`config.mk`:
```
export PLATFORM = sky130hd
export DESIGN_NAME = pov_column_sync
export DESIGN_NICKNAME = d
export VERILOG_FILES = /design/src/design/pcs_pkg.sv /design/src/design/pov_column_sync.sv /design/src/design/pcs_divider.sv
export VERILOG_INCLUDE_DIRS = /design/src /design/src/design
export SDC_FILE = /design/constraint.sdc
export NUM_CORES = 1
export LEC_CHECK = 0
export ABC_CLOCK_PERIOD_IN_PS = 3980
export BUFFER_PORTS_ARGS = -buffer_cell sky130_fd_sc_hd__buf_2
export CORE_ASPECT_RATIO = 1.2
export CORE_MARGIN = 2
export CORE_UTILIZATION = 30
export DETAILED_ROUTE_END_ITERATION = 8
export PLACE_DENSITY = 0.56
export SYNTH_ARGS = -nofsm -noshare
export SYNTH_HDL_FRONTEND = slang
export SYNTH_HIERARCHICAL = 1
export SYNTH_SLANG_ARGS = --single-unit
```
`constraint.sdc`:
```
create_clock -name clk -period 3.98 [get_ports clk]
set_clock_uncertainty 0.2 [all_clocks]
set_input_delay 0.597 -clock clk [delete_from_list [all_inputs] [get_ports clk]]
set_output_delay 0.597 -clock clk [all_outputs]
set_load 0.02 [all_outputs]
```
`src/design/pov_column_sync_defines.svh`:
```
// Assertion macros shared by the column tracker RTL.
// Depends on nothing; users supply clk and rst_n in scope.
`ifndef POV_COLUMN_SYNC_DEFINES_SVH
`define POV_COLUMN_SYNC_DEFINES_SVH

// Same-cycle implication, disabled while reset is asserted.
`define PCS_ASSERT_NOW(name, ante, cons) \
    name: assert property (@(posedge clk) disable iff (!rst_n) (ante) |-> (cons)) \
        else $error("pcs same-cycle check failed");

// Next-cycle implication, disabled while reset is asserted.
`define PCS_ASSERT_NEXT(name, ante, cons) \
    name: assert property (@(posedge clk) disable iff (!rst_n) (ante) |=> (cons)) \
        else $error("pcs next-cycle check failed");

`endif

```
`src/design/pcs_pkg.sv`:
```
// Package for the column tracker: widths, reset values, payload structs, helpers.
// Depends on nothing; used by pcs_divider and pov_column_sync.
`timescale 1ns / 1ps

package pcs_pkg;

    // Column count is a power of two; COL_W sets it.
    localparam int COL_W       = 8;
    localparam int NUM_COLUMNS = 1 << COL_W;
    localparam int TIME_W      = 48;
    localparam int PERIOD_W    = 32;
    localparam int DEADLINE_W  = 24;
    localparam int OFFSET_W    = 8;
    localparam int MIN_TURN_W  = 20;
    localparam int CFG_DATA_W  = 20;
    localparam int OUT_COL_W   = 8;
    localparam int DVD_W       = TIME_W + COL_W;
    localparam int CNT_W       = $clog2(DVD_W);
    localparam int SUM_W       = ((COL_W > OFFSET_W) ? COL_W : OFFSET_W) + 1;

    localparam logic [PERIOD_W-1:0]   PERIOD_RESET   = PERIOD_W'(1000000);
    localparam logic [MIN_TURN_W-1:0] MIN_TURN_RESET = MIN_TURN_W'(10000);
    localparam logic [COL_W-1:0]      HALF_TURN      = COL_W'(NUM_COLUMNS / 2);

    typedef enum logic [0:0] {
        CFG_COLUMN_OFFSET = 1'b0,
        CFG_MIN_TURN      = 1'b1
    } cfg_index_t;

    typedef enum logic
    {
        MODE_SAMPLE = 1'b0,
        MODE_EDGE   = 1'b1
    } mode_t;

    typedef struct packed {
        logic              mode;
        logic [TIME_W-1:0] time_us;
    } item_t;

    typedef struct packed {
        logic [OUT_COL_W-1:0]  column;
        logic [OUT_COL_W-1:0]  opposite_column;
        logic [DEADLINE_W-1:0] col_time_us;
    } result_t;

    typedef struct packed {
        logic busy;
        logic done;
    } div_status_t;

    // Low eight bits of a column index, zero-extended when the count is narrow.
    function automatic logic [OUT_COL_W-1:0] col_to_out(input logic [COL_W-1:0] c);
        logic [SUM_W-1:0] wide;
        begin
            wide = SUM_W'(c);
            return wide[OUT_COL_W-1:0];
        end
    endfunction

endpackage

```
`src/design/pov_column_sync.sv`:
```
// Top level of the rotor column tracker: control, rotor state and result register.
// Depends on pcs_pkg, pcs_divider and pov_column_sync_defines.svh.
//
// Usage. Items arrive on the item channel (item_valid, item_stall, item) and
// results leave on the result channel (result_valid, result_stall, result).
// A transfer happens at a rising edge where valid is high and stall is low.
// A hall edge item (mode 1) updates the turn period and the edge time when it
// comes more than min_turn_us after the last taken edge; it never yields a
// result and holds item_stall high while the block is in ST_EDGE, after which
// it returns to idle and the next transfer can follow.
// A time sample (mode 0) runs a bit-serial division of elapsed * NUM_COLUMNS by
// the turn period, one dividend bit per cycle. The block passes through ST_LOAD,
// ST_DIV and ST_FINISH with item_stall high; ST_FINISH registers the result
// once the output register is free, and the next transfer can follow after
// the return to idle. A result appears only when the column differs from the
// last one served.
// The result sits in an output register, so a stalled receiver only holds the
// block when a second result is ready before the first has been taken.
// The configuration channel (cfg_valid, cfg_ready, cfg_index, cfg_data) is
// always ready and should be written only while the block is idle.
// Reset clears the state: period 1000000 us, edge time 0, column 0, offset 0
// and min_turn_us 10000.
`timescale 1ns / 1ps
`include "pov_column_sync_defines.svh"

module pov_column_sync (
    input  logic                           clk,
    input  logic                           rst_n,
    input  logic                           item_valid,
    output logic                           item_stall,
    input  pcs_pkg::item_t                 item,
    output logic                           result_valid,
    input  logic                           result_stall,
    output pcs_pkg::result_t               result,
    input  logic                           cfg_valid,
    output logic                           cfg_ready,
    input  pcs_pkg::cfg_index_t            cfg_index,
    input  logic [pcs_pkg::CFG_DATA_W-1:0] cfg_data
);
    import pcs_pkg::*;

    typedef enum logic [4:0] {
        ST_IDLE   = 5'b00001,
        ST_EDGE   = 5'b00010,
        ST_LOAD   = 5'b00100,
        ST_DIV    = 5'b01000,
        ST_FINISH = 5'b10000
    } state_t;

    state_t state_reg, state_next;

    // Configuration and rotor state.
    logic [OFFSET_W-1:0]   offset_reg;
    logic [MIN_TURN_W-1:0] min_turn_reg;
    logic [TIME_W-1:0]     last_edge_reg, last_edge_next;
    logic [PERIOD_W-1:0]   period_reg, period_next;
    logic [OUT_COL_W-1:0]  current_col_reg, current_col_next;

    // Captured item.
    logic [TIME_W-1:0] time_reg;
    logic [TIME_W-1:0] gap_reg;

    // Output register.
    logic    result_valid_reg, result_valid_next;
    result_t result_reg, result_next;

    logic                accept;
    logic                out_free;
    logic [PERIOD_W-1:0] divisor;
    logic [COL_W-1:0]    quotient;
    div_status_t         div_status;
    logic [SUM_W-1:0]    col_sum;
    logic [COL_W-1:0]    col;
    logic [COL_W-1:0]    opp;
    logic [OUT_COL_W-1:0] col8;
    logic [PERIOD_W-1:0] deadline_full;
    logic [DEADLINE_W-1:0] deadline;

    assign accept    = item_valid && !item_stall;
    assign item_stall = (state_reg != ST_IDLE);
    assign cfg_ready = 1'b1;
    assign out_free  = !result_valid_reg || !result_stall;

    // A zero period cannot arise, but the divider is kept safe from it.
    assign divisor = (period_reg == '0) ? PERIOD_W'(1) : period_reg;

    pcs_divider u_divider (
        .clk      (clk),
        .rst_n    (rst_n),
        .start    (state_reg == ST_LOAD),
        .dividend ({gap_reg, {COL_W{1'b0}}}),
        .divisor  (divisor),
        .quotient (quotient),
        .status   (div_status)
    );

    // Only the low quotient bits matter: the modulo by the column count is free.
    assign col_sum = SUM_W'(quotient) + SUM_W'(offset_reg);
    assign col     = col_sum[COL_W-1:0];
    assign opp     = col + HALF_TURN;
    assign col8    = col_to_out(col);

    // The period divided by the column count is a plain shift.
    assign deadline_full = period_reg >> COL_W;
    assign deadline = (deadline_full > PERIOD_W'({DEADLINE_W{1'b1}}))
                      ? {DEADLINE_W{1'b1}} : deadline_full[DEADLINE_W-1:0];

    always_comb
    begin
        state_next        = state_reg;
        last_edge_next    = last_edge_reg;
        period_next       = period_reg;
        current_col_next  = current_col_reg;
        result_next       = result_reg;
        result_valid_next = result_valid_reg && result_stall;
        case (state_reg)
            ST_IDLE:
            begin
                if (accept)
                begin
                    state_next = (item.mode == MODE_EDGE) ? ST_EDGE : ST_LOAD;
                end
            end
            ST_EDGE:
            begin
                if (gap_reg > TIME_W'(min_turn_reg))
                begin
                    period_next = (gap_reg > TIME_W'({PERIOD_W{1'b1}}))
                                  ? {PERIOD_W{1'b1}} : gap_reg[PERIOD_W-1:0];
                    last_edge_next = time_reg;
                end
                state_next = ST_IDLE;
            end
            ST_LOAD:
            begin
                state_next = ST_DIV;
            end
            ST_DIV:
            begin
                if (div_status.done)
                begin
                    state_next = ST_FINISH;
                end
            end
            ST_FINISH:
            begin
                if (col8 == current_col_reg)
                begin
                    state_next = ST_IDLE;
                end
                else if (out_free)
                begin
                    result_next.column          = col8;
                    result_next.opposite_column = col_to_out(opp);
                    result_next.col_time_us     = deadline;
                    result_valid_next           = 1'b1;
                    current_col_next            = col8;
                    state_next                  = ST_IDLE;
                end
            end
            default:
            begin
                state_next = ST_IDLE;
            end
        endcase
    end

    always_ff @(posedge clk or negedge rst_n)
    begin
        if (!rst_n)
        begin
            state_reg        <= ST_IDLE;
            offset_reg       <= '0;
            min_turn_reg     <= MIN_TURN_RESET;
            last_edge_reg    <= '0;
            period_reg       <= PERIOD_RESET;
            current_col_reg  <= '0;
            result_valid_reg <= 1'b0;
        end
        else
        begin
            state_reg        <= state_next;
            last_edge_reg    <= last_edge_next;
            period_reg       <= period_next;
            current_col_reg  <= current_col_next;
            result_valid_reg <= result_valid_next;
            if (cfg_valid && cfg_ready)
            begin
                case (cfg_index)
                    CFG_COLUMN_OFFSET: offset_reg   <= cfg_data[OFFSET_W-1:0];
                    CFG_MIN_TURN:      min_turn_reg <= cfg_data[MIN_TURN_W-1:0];
                    default:           offset_reg   <= offset_reg;
                endcase
            end
        end
    end

    // Payload registers; the gap is taken modulo 2^48 by the subtract itself.
    always_ff @(posedge clk)
    begin
        if (accept)
        begin
            time_reg <= item.time_us;
            gap_reg  <= item.time_us - last_edge_reg;
        end
        result_reg <= result_next;
    end

    assign result_valid = result_valid_reg;
    assign result       = result_reg;

    // The divider reports completion only while the controller waits for it.
    `PCS_ASSERT_NOW(a_done_in_div, div_status.done, state_reg == ST_DIV)
    // While the controller waits, the divider is either running or just finished.
    `PCS_ASSERT_NOW(a_div_running, state_reg == ST_DIV, div_status.busy || div_status.done)
    // The turn period never reaches zero.
    `PCS_ASSERT_NOW(a_period_nonzero, 1'b1, period_reg != '0)
    // A new result always carries the column that is now recorded as served.
    `PCS_ASSERT_NOW(a_result_matches, $rose(result_valid_reg),
                    result_reg.column == current_col_reg)
    // A result is loaded only at the end of a time sample.
    `PCS_ASSERT_NOW(a_result_from_finish, $rose(result_valid_reg),
                    $past(state_reg) == ST_FINISH)

endmodule

```
`src/design/pcs_divider.sv`:
```
// Bit-serial restoring divider: one dividend bit per cycle, low quotient bits kept.
// Depends on pcs_pkg.
`timescale 1ns / 1ps

module pcs_divider (
    input  logic                         clk,
    input  logic                         rst_n,
    input  logic                         start,
    input  logic [pcs_pkg::DVD_W-1:0]    dividend,
    input  logic [pcs_pkg::PERIOD_W-1:0] divisor,
    output logic [pcs_pkg::COL_W-1:0]    quotient,
    output pcs_pkg::div_status_t         status
);
    import pcs_pkg::*;

    logic [PERIOD_W-1:0] rem_reg, rem_next;
    logic [DVD_W-1:0]    dvd_reg, dvd_next;
    logic [COL_W-1:0]    quo_reg, quo_next;
    logic [CNT_W-1:0]    cnt_reg, cnt_next;
    logic                busy_reg, busy_next;
    logic                done_reg, done_next;
    logic [PERIOD_W:0]   trial;
    logic [PERIOD_W:0]   diff;
    logic                fits;

    // Shift the next dividend bit into the partial remainder and try a subtract.
    assign trial = {rem_reg, dvd_reg[DVD_W-1]};
    assign diff  = trial - {1'b0, divisor};
    assign fits  = (trial >= {1'b0, divisor});

    always_comb
    begin
        rem_next  = rem_reg;
        dvd_next  = dvd_reg;
        quo_next  = quo_reg;
        cnt_next  = cnt_reg;
        busy_next = busy_reg;
        done_next = 1'b0;
        if (start)
        begin
            rem_next  = '0;
            dvd_next  = dividend;
            cnt_next  = '0;
            busy_next = 1'b1;
        end
        else if (busy_reg)
        begin
            rem_next = fits ? diff[PERIOD_W-1:0] : trial[PERIOD_W-1:0];
            dvd_next = {dvd_reg[DVD_W-2:0], 1'b0};
            quo_next = {quo_reg[COL_W-2:0], fits};
            cnt_next = cnt_reg + 1'b1;
            if (cnt_reg == CNT_W'(DVD_W - 1))
            begin
                busy_next = 1'b0;
                done_next = 1'b1;
            end
        end
    end

    always_ff @(posedge clk or negedge rst_n)
    begin
        if (!rst_n)
        begin
            busy_reg <= 1'b0;
            done_reg <= 1'b0;
            cnt_reg  <= '0;
        end
        else
        begin
            busy_reg <= busy_next;
            done_reg <= done_next;
            cnt_reg  <= cnt_next;
        end
    end

    always_ff @(posedge clk)
    begin
        rem_reg <= rem_next;
        dvd_reg <= dvd_next;
        quo_reg <= quo_next;
    end

    assign quotient    = quo_reg;
    assign status.busy = busy_reg;
    assign status.done = done_reg;

endmodule
```
# ---- Word-level counts from Yosys, hierarchy flattened
# Index checks and enable logic that the tools add are counted.
dict set report word_totals {
  output_inout_bits 43
  input_bits 75
  ff_bits 354
  elab_cells 77
}
dict set report classes {
  muxes 22
  reduce_logical 14
  n_bitwise 3
  n_eq_ne 11
  order_cmp 4
  addsub 5
}
# operator count
set ops {}
lappend ops {{two-way mux 56 bit} 2}
lappend ops {{two-way mux 32 bit} 3}
lappend ops {{greater-than comparator 48 x 20 -> 1 bit} 1}
lappend ops {{greater-than comparator 48 x 32 -> 1 bit (second input constant)} 1}
lappend ops {{subtractor 48 bit} 1}
lappend ops {{greater-or-equal comparator 33 x 32 -> 1 bit} 1}
lappend ops {{zero test 32 bit} 1}
lappend ops {{subtractor 32 bit} 1}
lappend ops {{greater-than comparator 24 bit (second input constant)} 1}
lappend ops {{two-way mux 5 bit} 4}
lappend ops {{one-hot mux 5 bit (4 select lines)} 1}
lappend ops {{two-way mux 6 bit} 2}
lappend ops {{two-way mux 1 bit} 9}
lappend ops {{adder 8 bit} 1}
lappend ops {{adder 8 bit (second input constant)} 1}
lappend ops {{equality test 8 bit} 1}
lappend ops {{AND reduction 2 bit} 4}
lappend ops {{adder 6 x 1 -> 6 bit (second input constant)} 1}
lappend ops {{equality test 6 bit (second input constant)} 1}
lappend ops {{AND reduction 3 bit} 2}
lappend ops {{equality test 5 x 1 -> 1 bit (second input constant)} 1}
lappend ops {{equality test 5 x 2 -> 1 bit (second input constant)} 1}
lappend ops {{equality test 5 x 3 -> 1 bit (second input constant)} 1}
lappend ops {{equality test 5 x 4 -> 1 bit (second input constant)} 1}
lappend ops {{other kinds (11)} 16}

# ---- Depth between registers and ports, before layout
# Gate-level depths: netlist of run 1.
dict set report logic_depth {
  word_depth 5
  depth_mapped 16
  mapped_depth_nobuf 15
}

# ---- Cells and area by module
# Netlist of run 1, hierarchy kept.
# module n_inst cells_per_inst area_each_um2
set modules_own_cells {}
lappend modules_own_cells {pov_column_sync 1 1121 12724.7}
lappend modules_own_cells {pcs_divider 1 600 6195.9}

# ---- Worst setup path after synthesis of run 1
# No wires, ideal clock.
dict set report synth_path {
  path_kind {register -> register}
  startpoint {register u_divider.quo_reg[1], in the netlist u_divider/quotient[1]}
  endpoint {register result_reg (netlist bit result[0]), enable pin}
  period_less_slack_ns 3.628
  setup_time_ns 0.405
  path_buffers 1
  t_arrival_ns 3.023
  required_ns 3.375
  setup_slack_ns 0.352
  stages_incl_launch_ff 12
  path_cell_list {edfxtp_1 > ha_1 > a21o_1 > a21oi_2 > o21bai_2 > a2111oi_2 > a21oi_2 > xnor3_1 > o41ai_2 > nand2b_1 > buf_6 > inv_1}
}
dict set report synth_between {
  elab_chain_cells 4
}
# item line
set synth_lines {}
lappend synth_lines {{start: declaration} pcs_divider.sv:18} ;# logic [COL_W-1:0] quo_reg, quo_next;
lappend synth_lines {{start signal: assignment} pcs_divider.sv:80} ;# quo_reg <= quo_next;
lappend synth_lines {{adder 8 bit} pov_column_sync.sv:98} ;# assign col_sum = SUM_W'(quotient) + SUM_W'(offset_reg);
lappend synth_lines {{equality test 8 bit} pov_column_sync.sv:147} ;# if (col8 == current_col_reg)
lappend synth_lines {{inverter 1 bit (no line)} -}
lappend synth_lines {{AND reduction 3 bit (no line)} -}
lappend synth_lines {{end signal: assignment} pov_column_sync.sv:206} ;# result_reg <= result_next;
lappend synth_lines {{end: declaration} pov_column_sync.sv:65} ;# result_t result_reg, result_next;
# Every way passes these cells.
# A chain may end at the register's enable or synchronous reset.

# ---- Worst setup path after layout of run 1
dict set report layout_path {
  startpoint {register u_divider.quo_reg[1], in the netlist u_divider/quotient[1]}
  endpoint {register result_reg (netlist bit result[23]), enable pin}
}
# The elaborated chain is that of the path after synthesis.

==> metrics, run 1 <==
IO Pins 118; clk slew on worst S/H paths roughly 0.070 ns; achievable frequency 0.272 GHz; Core Util, Final 34.9%; vias after detailed routing roughly 13000; post-route design area about 0.022 sq mm; CTS tree yes; number of flip-flops in the largest register 56; PD cells roughly 900 mW/mm^2; Via density 4.78; period utilization between 90 and 100%; count of buffers from port buffering about 120; Core Area approximately 0.062 sq mm; worst hold path class primary input to flip-flop; GR Util All Layers 13.3%; CTS max path bufs 3; fin nets 1985; Final ANT Viol Nets 0; final setup fails 0; first drt pass iteration count 5; placed cell area 0.0204 sq mm; synthesized area per cell 11.0 sq um; Fin. Hold Viols 0; Leakage ~9 nW; Syn-to-layout area delta 14.8%; cell row count 100; fin. max-slew vios 0; gr ovfl total 0; R2R setup slack ~0.3 ns; Crit. End Element flip-flop; DRT iter0 DRCs 668; crit path max fanout 24; FF/Latch Area 0.00971 sq mm; Root Driver clkbuf_16; initial antenna violation count 0; Final min period 3.68 ns; H-tree levels 2; critical path required time around 4.1 ns; crit path kind flip-flop to flip-flop; area of the multi-input gates approximately 0.008 sq mm; Synth Instances 1720; clk_lat worst skew between 0.5 and 0.6 ns; status complete, no violations; Max-Cap Viols 0; Post-Syn Area 0.0189 sq mm; Die Area 0.0651 sq mm; layout cell share with drive strength beyond 1 22.5%; Placer Congestion approximately 0.86; final wirelength ~43000 um; CP arrival 3.76 ns; Starting Density 30.4%; Num CTS Buffers 37; hpwl dp 31700 um; Vert. Die Dim 279 um; Startpoint Class flip-flop; routed len/inst 16.2 um; largest net degree at the start of global routing 89; chip width 233 um; global-route wire length before repair 69300 um; Tightest Pin Transition 0.897 ns; DRC errors left 0; ant diodes 0; yosys warns 6; peak supply drop 461 uV; vias in the first global route 13200; Fill cells 6141; clock sink count 355; max_slew headroom 40.2%
area by class of cell:
type | count | area share [%]
Clock buffer | 45 | 4.74
Tap cell | 816 | 4.70
Clock inverter | 22 | 0.933
Inverter | 128 | 2.21
Timing Repair Buffer | 164 | 4.79
Sequential cell | 355 | 44.7
Multi-Input combinational cell | 1114 | 37.9
worst max-delay path, stage by stage (launching register included):
cell and delay [ns]:
edfxtp_1 0.44, ha_1 0.30, a21o_1 0.16, a21oi_2 0.19, o21bai_2 0.10, a2111oi_2 0.39
a21oi_2 0.11, xnor3_1 0.36, o41ai_2 0.51, nand2b_1 0.19, inv_1 0.20, buf_12 0.24
metal layers:
metal,share of wire [%],track usage (%)
met5,0,0
met4,2.8,4.67
met3,3.3,1.80
met2,49,23.3
met1,45,16.6
what timing repair did:
action | in CTS | in global routing
hold buffers | 2 | 0
endpoints found under the hold margin | 43 | 0
setup endpoints to repair | 0 | 28
resized for setup | 0 | 7
buffers inserted | 0 | 0
power breakdown:
part	internal (mW)	switching (mW)	total (mW)
logic	4.22	5.24	9.46
registers	5.79	0.817	6.61
clock network	2.00	1.51	3.51
total	12.0	7.57	19.6
final timing paths:
path,start,endpoint,depth (start not counted)
worst max-delay path,u_divider/quotient[1],result[23],11
worst min-delay path,item_valid,state_reg[0],2
worst max register to register,u_divider/quotient[1],result[23],11
worst min register to register,u_divider/quotient[3],u_divider/quotient[4],0
max in group asynchronous,rst_n,period_reg[26],3
min in group asynchronous,rst_n,last_edge_reg[47],2
placed cells by master, fill, tap and decap left out, types with 12 or more instances in the layout:
master	instances
a21oi_1	98
dfrtp_1	117
nand4_1	28
a31oi_1	12
o21ai_0	89
nor2b_1	14
edfxtp_1	193
dfxtp_1	32
buf_4	39
buf_2	115
ha_1	107
nand3_1	23
nor2_1	106
mux2_2	131
o21ai_1	15
a211oi_1	22
nand2_1	123
xor2_1	31
dfstp_2	13
xnor2_1	60
nor4_1	13
inv_1	126
nor3_1	15
a21o_1	43
nand2b_1	13
clkbuf_16	39
mux2i_1	23
stage by stage:
stage / instances / setup TNS (ns) / total power, mW / setup WS [ns] / hold slack [ns]
after floorplan: 1727 / 0 / 13.8 / 0.352 / 0.101
after global placement: 2575 / 0 / 15.9 / 0.248 / 0.244
after detailed placement: 2575 / 0 / 16.1 / 0.199 / 0.249
after CTS: 2644 / 0 / 19.7 / 0.222 / 0.0100
after global routing: 2644 / -0.000980 / 21.1 / -0.000980 / 0.0248
final: 2644 / 0 / 19.6 / 0.304 / 0.0362
Power figures use the tool's default switching activity.
==> run 2: changes to the inputs <==
Settings changed: CTS_BUF_LIST set to sky130_fd_sc_hd__clkbuf_2 sky130_fd_sc_hd__clkbuf_4 sky130_fd_sc_hd__clkbuf_8.
==> metrics, run 2 (synthesis results as in run 1) <==
H-tree levels 2 (unchanged); final wirelength 43400 um (was 42700 um); vias after detailed routing 13100 (was 12600); crit path kind flip-flop to flip-flop (unchanged); first drt pass iteration count 5 (unchanged); final setup fails 0 (unchanged); Num CTS Buffers 57 (was 37); FF-to-FF Start u_divider/quotient[1] (unchanged); Tightest Pin Transition 0.901 ns (was 0.897 ns); Via density 4.74 (was 4.78); Seq pwr share 33.6% (was 33.8%); hold_ws 0.106 ns (was 0.0362 ns); clk_lat worst skew 0.66 ns (was 0.56 ns); IO Pins 118 (unchanged); PD cells 875 mW/mm^2 (was 902 mW/mm^2); vias in the first global route 13500 (was 13200); DRC errors left 0 (unchanged); hpwl dp 31700 um (unchanged); Starting Density 30.4% (unchanged); largest net degree at the start of global routing 89 (unchanged); Vert. Die Dim 279 um (unchanged); Placer Congestion 0.858 (unchanged); fin nets 2074 (was 1985); Final ANT Viol Nets 0 (unchanged); crit path max fanout 24 (unchanged); status complete, no violations (unchanged); Clk pwr share 18.0% (was 17.9%); Syn-to-layout area delta 18.9% (was 14.8%); critical path required time 4.14 ns (was 4.06 ns); Leakage 9.47 nW (was 9.08 nW); number of flip-flops in the largest register 56 (unchanged); Comb pwr share 48.4% (was 48.3%); Sw Ratio 38.4% (was 38.7%); R2R setup slack 0.27 ns (was 0.30 ns); clock sink count 355 (unchanged); layout cell share with drive strength beyond 1 23.5% (was 22.5%); reg2reg end result[23] (unchanged); Fill cells 6124 (was 6141); achievable frequency 0.270 GHz (was 0.272 GHz); CTS tree yes (unchanged); global-route wire length before repair 70200 um (was 69300 um); routed len/inst 15.8 um (was 16.2 um); most frequent cells in the layout edfxtp_1 (193), mux2_2 (131), inv_1 (126) (unchanged); Crit. End Element flip-flop (unchanged); gr ovfl total 0 (unchanged); Reg2Reg Depth 11 (unchanged); initial antenna violation count 1 (was 0); peak supply drop 351 uV (was 461 uV); Pint 12.1 mW (was 12.0 mW); CP arrival 3.87 ns (was 3.76 ns); CTS max path bufs 3 (unchanged); Startpoint Class flip-flop (unchanged); max_slew headroom 39.9% (was 40.2%); Hold Path Depth 3 (was 2); Root Driver clkbuf_8 (was clkbuf_16); Switch Pwr 7.56 mW (was 7.57 mW); cell row count 100 (unchanged); RSZ-0062 raised after global routing false; hold path startpoint result_stall (was item_valid); most common cell after layout, fill and taps aside edfxtp_1 (unchanged); DRT iter0 DRCs 553 (was 668); Die Area 0.0651 sq mm (unchanged); setup TNS 0 ns (unchanged); GR Util All Layers 13.4% (was 13.3%); post-CTS setup buffer count 0 (unchanged); Core Util, Final 36.2% (was 34.9%); count of buffers from port buffering 116 (unchanged); Core Area 0.0622 sq mm (unchanged); Max-Cap Viols 0 (unchanged); fin. max-slew vios 0 (unchanged); Hold EP result_valid (was state_reg[0]); period utilization 93.2% (was 92.4%); chip width 233 um (unchanged); clk slew on worst S/H paths 0.06 ns (was 0.07 ns); Fin. Hold Viols 0 (unchanged); Final min period 3.71 ns (was 3.68 ns); worst hold path class primary input to flip-flop (unchanged)
-- run 2: cell types whose count changed in the layout (fill, tap and decap cells not counted), moves of 3 or more --
| cell | change |
|---|---|
| clkinvlp_4 | -5 |
| dlygate4sd3_1 | +69 |
| clkbuf_8 | +67 |
| clkinv_4 | -3 |
| clkbuf_16 | -39 |
| clkbuf_1 | -3 |
| clkbuf_4 | +20 |
| clkinv_2 | +3 |
-- run 2: repair_timing --
action	4_1_cts	5_1_grt
gates resized for setup	0	8
hold buffers	71	0
endpoints found under the hold margin	121	0
setup endpoints to repair	0	26
-- run 2: how the worst max path moves through the flow --
stage	from	end
3_3_place_gp	item[0]	gap_reg[44]
4_1_cts	u_divider/quotient[1]	result[20]
3_5_place_dp	period_reg[29]	u_divider/rem_reg[20]
2_1_floorplan	u_divider/quotient[1]	result[0]
6_report	u_divider/quotient[1]	result[23]
5_1_grt	u_divider/quotient[1]	result[17]
-- run 2: through the flow --
| step | area, sq um | total power [mW] | setup slack [ns] | instances |
|---|---|---|---|---|
| 2_1_floorplan | 18900 | 13.8 | 0.352 | 1727 |
| 3_3_place_gp | 20400 | 15.9 | 0.248 | 2575 |
| 3_5_place_dp | 20400 | 16.1 | 0.199 | 2575 |
| 4_1_cts | 22500 | 19.8 | 0.203 | 2754 |
| 5_1_grt | 22500 | 21.2 | 0.0248 | 2755 |
| 6_report | 22500 | 19.7 | 0.270 | 2755 |
-- run 2: final cells by class --
type	count	area (sq um)	share of cell area, %
Sequential cell	355	9710	43.1
Clock inverter	18	198	0.879
Antenna cell	1	2.50	0.0111
Tap cell	816	1020	4.54
Clock buffer	90	1110	4.95
Inverter	128	480	2.14
Timing Repair Buffer	233	1730	7.69
Multi-Input combinational cell	1114	8240	36.6
-- run 2: routing by layer --
| layer | routed length [um] | part of all wire [%] | global-route usage, % | up-vias |
|---|---|---|---|---|
| met4 | 1350 | 3.1 | 4.96 | 0 |
| met5 | 0 | 0 | 0 | - |
| met2 | 21100 | 49 | 23.3 | 250 |
| li1 | - | - | - | 6450 |
| met1 | 19500 | 45 | 16.7 | 6273 |
| met3 | 1460 | 3.4 | 2.05 | 84 |
-- run 2: critical path: stages, from the launching register on --
cell       delay [ns]
edfxtp_1         0.44
ha_1             0.30
a21o_1           0.16
a21oi_2          0.19
o21bai_2         0.10
a2111oi_2        0.39
a21oi_2          0.11
xnor3_1          0.36
o41ai_2          0.51
nand2b_1         0.19
inv_1            0.20
buf_12           0.25
-- run 2: power groups by stage --
stage / Combinational [mW] / Clock [mW] / Sequential, mW
floorplan: 7.36 / 0 / 6.39
global placement: 9.30 / 0 / 6.63
detailed placement: 9.41 / 0 / 6.67
CTS: 9.50 / 3.66 / 6.61
global route: 10.6 / 3.81 / 6.80
finish: 9.52 / 3.54 / 6.61
